===== config.mk =====
export PLATFORM = sky130hd
export DESIGN_NAME = compact_target_codec_core
export DESIGN_NICKNAME = d
export VERILOG_FILES = /design/src/rtl/cct_pkg.sv /design/src/rtl/compact_target_codec_core.sv /design/src/rtl/cct_expand.sv /design/src/rtl/cct_compress.sv /design/src/rtl/cct_compare.sv
export SDC_FILE = /design/constraint.sdc
export NUM_CORES = 2
export LEC_CHECK = 0
export BUFFER_PORTS_ARGS = -buffer_cell sky130_fd_sc_hd__buf_2
export CORE_AREA = 2 2 331 333
export CTS_BUF_LIST = sky130_fd_sc_hd__clkbuf_8
export CTS_CLUSTER_SIZE = 28
export DETAILED_ROUTE_END_ITERATION = 7
export DIE_AREA = 0 0 333 335
export PLACE_DENSITY_LB_ADDON = 0.25
export SLEW_MARGIN = 15
export SYNTH_ARGS = -nofsm -noshare
export SYNTH_HDL_FRONTEND = slang
export SYNTH_SLANG_ARGS = --single-unit

===== constraint.sdc =====
create_clock -name clk -period 30.5 [get_ports clk]
set_clock_uncertainty 0.15 [all_clocks]
set_input_delay 1.525 -clock clk [delete_from_list [all_inputs] [get_ports clk]]
set_output_delay 1.525 -clock clk [all_outputs]
set_load 0.01 [all_outputs]

===== src/rtl/cct_pkg.sv =====
// shared types, constants and request codes of the compact target codec
package cct_pkg;

  // compact word layout
  localparam logic [23:0] MANT_MASK = 24'hFF_FFFF;
  localparam logic [23:0] SIGN_BIT  = 24'h80_0000;
  localparam int unsigned POS_CAP   = 29;
  localparam int unsigned EXP_SHIFT = 24;

  // widths of the stream words
  localparam int unsigned IN_DATA_W  = 544;
  localparam int unsigned OUT_DATA_W = 296;

  // request codes
  localparam logic [1:0] REQ_EXPAND   = 2'd0;
  localparam logic [1:0] REQ_COMPRESS = 2'd1;
  localparam logic [1:0] REQ_COMPARE  = 2'd2;

  // one request as held in the input register
  typedef struct packed {
    logic [1:0]   req_type;
    logic [31:0]  compact_in;
    logic [255:0] target;
    logic [255:0] hash;
  } req_t;

  // one result as held in the output register
  typedef struct packed {
    logic         meets;
    logic [255:0] expanded;
    logic [31:0]  compact_out;
  } res_t;

endpackage


===== src/rtl/compact_target_codec_core.sv =====
// top level of the compact target codec with input and result registers
//
// Stream unit for compact difficulty words. Each input word on in_* carries
// a request whose kind is in in_tuser: expand a compact word into a 256-bit
// target, compress a target into a compact word, or test a hash against a
// target. Every input word yields exactly one result word on out_*; result
// fields that the request does not produce are zero.
// A word accepted on in_* is captured in the input register; its result
// moves into the result register once that register is free, and is then
// shown on out_tvalid. Throughput: one word per cycle while out_tready
// stays high; the byte shifter, the byte priority encoder and the 256-bit
// comparator all sit in the single stage between the two registers.
// Reset (rst_n low, synchronous) empties both registers; no other state.
// When the receiver stalls, the result register holds its word and the
// input register still takes one more word, after which in_tready drops.
module compact_target_codec_core (
  input  logic                           clk,
  input  logic                           rst_n,
  input  logic                           in_tvalid,
  output logic                           in_tready,
  // compact_in, target_w0..w3, hash_w0..w3
  input  logic [cct_pkg::IN_DATA_W-1:0]  in_tdata,
  // req_type
  input  logic [1:0]                     in_tuser,
  output logic                           out_tvalid,
  input  logic                           out_tready,
  // compact_out, expanded_w0..w3, meets, zero fill
  output logic [cct_pkg::OUT_DATA_W-1:0] out_tdata
);
  import cct_pkg::*;

  logic s1_valid_r, s1_valid_nxt;
  req_t s1_req_r, s1_req_nxt;
  logic out_valid_r, out_valid_nxt;
  res_t out_res_r, out_res_nxt;
  logic out_adv, s1_adv;

  logic [255:0] exp_target;
  logic [31:0]  comp_word;
  logic         cmp_meets;

  // stage handshake
  assign out_adv   = !out_valid_r || out_tready;
  assign s1_adv    = !s1_valid_r || out_adv;
  assign in_tready = s1_adv;

  // input register next values
  always_comb begin
    s1_valid_nxt = s1_valid_r;
    s1_req_nxt   = s1_req_r;
    if (s1_adv) begin
      s1_valid_nxt        = in_tvalid;
      s1_req_nxt.req_type = in_tuser;
      s1_req_nxt.compact_in = in_tdata[31:0];
      s1_req_nxt.target   = in_tdata[287:32];
      s1_req_nxt.hash     = in_tdata[543:288];
    end
  end

  always_ff @(posedge clk) begin
    if (!rst_n) begin
      s1_valid_r <= 1'b0;
    end else begin
      s1_valid_r <= s1_valid_nxt;
    end
  end

  always_ff @(posedge clk) begin
    s1_req_r <= s1_req_nxt;
  end

  // operation units
  cct_expand u_expand (
    .compact_in (s1_req_r.compact_in),
    .expanded   (exp_target)
  );

  cct_compress u_compress (
    .target      (s1_req_r.target),
    .compact_out (comp_word)
  );

  cct_compare u_compare (
    .hash   (s1_req_r.hash),
    .target (s1_req_r.target),
    .meets  (cmp_meets)
  );

  // result selection into the result register
  always_comb begin
    out_valid_nxt = out_valid_r;
    out_res_nxt   = out_res_r;
    if (out_adv) begin
      out_valid_nxt = s1_valid_r;
      out_res_nxt   = '0;
      case (s1_req_r.req_type)
        REQ_EXPAND:   out_res_nxt.expanded    = exp_target;
        REQ_COMPRESS: out_res_nxt.compact_out = comp_word;
        REQ_COMPARE:  out_res_nxt.meets       = cmp_meets;
        default:      out_res_nxt             = '0;
      endcase
    end
  end

  always_ff @(posedge clk) begin
    if (!rst_n) begin
      out_valid_r <= 1'b0;
    end else begin
      out_valid_r <= out_valid_nxt;
    end
  end

  always_ff @(posedge clk) begin
    out_res_r <= out_res_nxt;
  end

  assign out_tvalid = out_valid_r;
  assign out_tdata  = {7'd0, out_res_r.meets, out_res_r.expanded, out_res_r.compact_out};

`ifndef SYNTHESIS
  // an accepted word lands in the input register
  a_in_capture: assert property (@(posedge clk) disable iff (!rst_n)
    (in_tvalid && in_tready) |=> s1_valid_r)
    else $error("accepted word not captured");

  // a held word is not lost while the result register is stalled
  a_s1_hold: assert property (@(posedge clk) disable iff (!rst_n)
    (s1_valid_r && !out_adv) |=> (s1_valid_r && $stable(s1_req_r)))
    else $error("input register word lost under stall");

  // a word in the input register moves on when the output frees up
  a_s1_move: assert property (@(posedge clk) disable iff (!rst_n)
    (s1_valid_r && out_adv) |=> out_valid_r)
    else $error("word did not reach the result register");

  // compressed exponent never exceeds 33
  a_comp_expo: assert property (@(posedge clk) disable iff (!rst_n)
    (s1_valid_r && s1_req_r.req_type == REQ_COMPRESS) |-> (comp_word[31:24] <= 8'd33))
    else $error("compressed exponent out of range");

  // compressed mantissa never has the sign bit set
  a_comp_sign: assert property (@(posedge clk) disable iff (!rst_n)
    (s1_valid_r && s1_req_r.req_type == REQ_COMPRESS) |-> !comp_word[23])
    else $error("compressed mantissa sign set");
`endif

endmodule


===== src/rtl/cct_expand.sv =====
// expansion of a compact word into a 256-bit little-endian target
module cct_expand (
  input  logic [31:0]  compact_in,
  output logic [255:0] expanded
);
  import cct_pkg::*;

  logic [7:0]  expo;
  logic [23:0] mant;
  logic [7:0]  pos_full;
  logic [4:0]  pos;
  logic [23:0] mant_small;

  // split the word into exponent and mantissa
  assign expo = compact_in[31:EXP_SHIFT];
  assign mant = compact_in[23:0] & MANT_MASK;

  // byte position for large exponents, saturated at the cap
  assign pos_full = expo - 8'd3;
  assign pos      = (pos_full > 8'(POS_CAP)) ? 5'(POS_CAP) : pos_full[4:0];

  // small exponents drop low mantissa bytes
  always_comb begin
    case (expo)
      8'd1:    mant_small = mant >> 16;
      8'd2:    mant_small = mant >> 8;
      default: mant_small = mant;
    endcase
  end

  // byte shifter
  always_comb begin
    if ((mant & SIGN_BIT) != 24'd0 || expo == 8'd0) begin
      expanded = '0;
    end else if (expo <= 8'd3) begin
      expanded = {232'd0, mant_small};
    end else begin
      expanded = {232'd0, mant} << {pos, 3'b000};
    end
  end

endmodule


===== src/rtl/cct_compress.sv =====
// compression of a 256-bit target into a compact word
module cct_compress (
  input  logic [255:0] target,
  output logic [31:0]  compact_out
);
  import cct_pkg::*;

  logic [4:0]   top;
  logic         found;
  logic [271:0] ext;
  logic [271:0] window;
  logic [23:0]  mant_raw;
  logic [23:0]  mant;
  logic [7:0]   expo;

  // priority encoder: highest nonzero byte wins
  always_comb begin
    top   = '0;
    found = 1'b0;
    for (int i = 0; i < 32; i++) begin
      if (target[8*i +: 8] != 8'd0) begin
        top   = 5'(i);
        found = 1'b1;
      end
    end
  end

  // three bytes from the top down, zeros below byte 0
  assign ext      = {target, 16'd0};
  assign window   = ext >> {top, 3'b000};
  assign mant_raw = window[23:0];

  // keep the sign bit clear by one more byte of shift
  always_comb begin
    if ((mant_raw & SIGN_BIT) != 24'd0) begin
      mant = mant_raw >> 8;
      expo = 8'(top) + 8'd2;
    end else begin
      mant = mant_raw;
      expo = 8'(top) + 8'd1;
    end
  end

  assign compact_out = found ? {expo, mant} : 32'd0;

endmodule


===== src/rtl/cct_compare.sv =====
// unsigned 256-bit test of hash against target
module cct_compare (
  input  logic [255:0] hash,
  input  logic [255:0] target,
  output logic         meets
);

  // at or below the target meets it
  assign meets = (hash <= target);

endmodule

==> impl_metrics.yaml <==
min_path:
  worstHoldStart: "s1_valid_r"
  min_path_type: "reg -> reg"
cells_and_area:
  drive_gt1_share_pct: 26.01
  seqCellArea_um2: 25020
  fin_nets: 5086
  final_cells: 5813
  syn_to_final_growth_pct: 19.86
  fin_area_um2: 50230
  final_util_pct: 46.47
  multi_input_area_um2: 15070
  fillCellCount: 10050
place:
  dp.cells: 5537
  post_dp_cell_area_um2: 47370
  dp_slack_ns: 23.91
  detailed_place_hpwl_mm: 140.1
  port_buffers: 837
  gp_congestion: 0.9677
cts:
  cts.clk_slew.worst_paths_ns: 0.06
  cts_hold_buf: 0
  clock_sinks: 834
  cts_tree: "done"
  cts_max_path_buffers: 3
  cts_root_buf: "clkbuf_8"
  cts_buffers: 149
  post-cts-setup-buffer-count: 0
  cts_resized: 0
  clk_latency_ns: 0.86
  htreeDepth: 4
setup_path:
  crit_type: "reg -> reg"
  endpoint_kind: "flop"
  worst-path-buf-inv: 2
  r2r-start: "s1_req_r[336]"
  required_ns: 31.04
  crit_fanout: 109
  worstPathArrival_ns: 7.38
  crit_slowest_cell: "bufinv_8"
  max_stage_delay_ns: 0.79
  cp_top_family: "simple AND/OR/NAND/NOR gates"
  start_kind: "flop"
  crit_chain: "nor4_1 -> a211oi_1 -> or3_1 -> a211oi_2 -> o211ai_4 -> bufinv_8 -> buf_4 -> mux2i_1 -> o21ai_1 -> nor3_2 -> o31a_1 -> nand2_1 -> nor2_1"
  critPathLaunch: "s1_req_r[336]"
flow_run:
  drv_cap: 0
floorplanning:
  die_width_um: 333
  core_area_um2: 108100
  rows: 121
  io_pins: 848
  dieHeight_um: 335
  initial_core_util_pct: 38.77
  dieArea_um2: 111600
sta:
  hold_violations: 0
  rsz0062_at_grt: "no"
  max_slew.worst_pin.slew_ns: 1.245
  fin_ws_ns: 23.66
  holdWs_ns: 0.4173
  final.setup.tns_ns: 0
  slew_viol_final: 0
  setup-violations-final: 0
  post-route-min-period_ns: 6.839
  fmax_ghz: 0.1462
  post-route-period-util_pct: 22.42
  maxSlewHeadroom_pct: 16.23
synth:
  synth_edf_count: 832
  synth_ff_type: "edfxtp_1"
  async_flop_share_pct: 0
  synthCells: 3394
  ys_ff_latch: 834
  syn_avg_cell_area_um2: 12.35
  synth_area_leaders: "edfxtp_1, ha_1, mux2i_1, nor2_1, inv_1"
  ys_warn_count: 0
  synth_sequential_area_ratio_pct: 59.72
  ys_types: 95
  synth_area_um2: 41910
  synth_top_cell_by_area: "edfxtp_1"
  netlist.area_leader.share_pct: 59.62
power_and_ir_drop:
  leakagePower_nw: 22.28
  power.density_nw_per_um2: 53.09
  ir_worst_vdd_uv: 31.84
  report.power.total_mw: 2.667
grt:
  antenna_found_initial: 35
  track_usage_pct: 30.91
  grt-ovfl-total: 0
  grt_max_degree: 147
  first_global_vias: 32540
  grt_pass1_wl_mm: 242.5
detailed_routing:
  dr_total_vias: 33430
  wl_per_cell_um: 30.48
  dr.first_iter.drc_count: 3606
  drt-vias-per-instance: 5.752
  ant_nets: 0
  dr.pass1.iters: 8
  post-route-drc-count: 7
  routed_wl_mm: 177.2
run_status:
  failed_checks: "design-rule violations"
  status: "complete, but fails checks"
## layout make-up
type                            instances  area share, %
Clock inverter                        114          1.507
Antenna cell                           12        0.05978
Multi-Input combinational cell       2147          29.99
Tap cell                             1414          3.522
Timing Repair Buffer                  873          8.928
Inverter                              269          2.058
Clock buffer                          150          4.110
Sequential cell                       834          49.82
## cell usage in the layout (no fill, tap or decap), types with 18 or more instances in the layout
cell type / synthesis / routed
a21o_1: 88 / 88
o211ai_1: 58 / 58
edfxtp_1: 832 / 832
o22ai_1: 50 / 50
nor4_1: 61 / 60
a21oi_1: 181 / 181
a22oi_1: 54 / 54
ha_1: 262 / 262
nor2b_1: 27 / 27
nand2b_1: 35 / 35
buf_2: 44 / 837
nand3_1: 28 / 28
a211oi_1: 53 / 53
nor3_1: 43 / 43
o221ai_1: 29 / 29
o21ai_0: 72 / 72
buf_4: 25 / 34
nor2_1: 395 / 395
clkbuf_8: 0 / 150
nand4_1: 80 / 80
inv_1: 266 / 305
a31oi_1: 26 / 24
nand2_1: 178 / 177
mux2i_1: 187 / 187
or4_1: 18 / 18
clkinv_1: 0 / 37
## sequential cells by signal, indices dropped and copies added, names as in the netlist
| name | cells |
|---|---|
| s1_req_r | 546 |
| out_tdata | 286 |
| s1_valid_r | 1 |
| out_tvalid | 1 |
## where the power goes
part           internal (mW)  switching, mW  leakage, nW
Combinational          0.101          0.166         11.5
Clock                  0.519          0.503         1.59
Sequential              1.32         0.0559         9.18
Total                   1.94          0.724         22.3
## cell usage after synthesis, drive strengths merged (4+ instances only)
master	count
and3	8
buf	93
ha	262
and4	7
mux2	16
or3	8
a22oi	54
edfxtp	832
a31oi	27
a221oi	12
a311oi	4
o31ai	7
a2111oi	5
o221ai	29
o21a	4
a221o	4
and2	9
a211oi	57
a211o	5
o32ai	5
nor4	77
a222oi	9
o211a	4
inv	268
a21oi	181
mux2i	187
a32o	5
nor2	397
o22ai	51
nor2b	27
o2111ai	8
a21o	88
nand4	80
or4	20
nand3	29
nand2b	35
nand2	181
clkbuf	60
o21ai	81
nor3	50
o211ai	60
## path summary, 6_finish.rpt
kind                         to  slack (ns)  cells after the start
hold / removal       out_tvalid        0.42                      1
setup / recovery  out_tdata[20]       23.66                     13
setup reg to reg  out_tdata[20]       23.66                     13
hold reg to reg      out_tvalid        0.42                      1
## layer usage
| layer | track usage (%) | part of all wire [%] | routed length [um] | vias up |
|---|---|---|---|---|
| li1 | - | - | - | 14720 |
| met1 | 38.53 | 39 | 69310 | 16300 |
| met2 | 51.17 | 48 | 84180 | 1984 |
| met3 | 7.448 | 8.7 | 15340 | 400 |
| met4 | 13.43 | 4.6 | 8205 | 22 |
| met5 | 0 | 0.080 | 141 | - |
## cell families after synthesis
logic type / Yosys count / share of synthesized area (%)
compound gates: 729 / 11.99
xor+xnor: 4 / 0.08362
fa+ha+maj: 262 / 7.823
buf+inv: 422 / 4.509
flops: 834 / 59.72
mux: 204 / 4.950
other cells: 1 / 0.008949
simple gates: 938 / 10.92
Note: power is estimated with default switching activity, not from simulation.
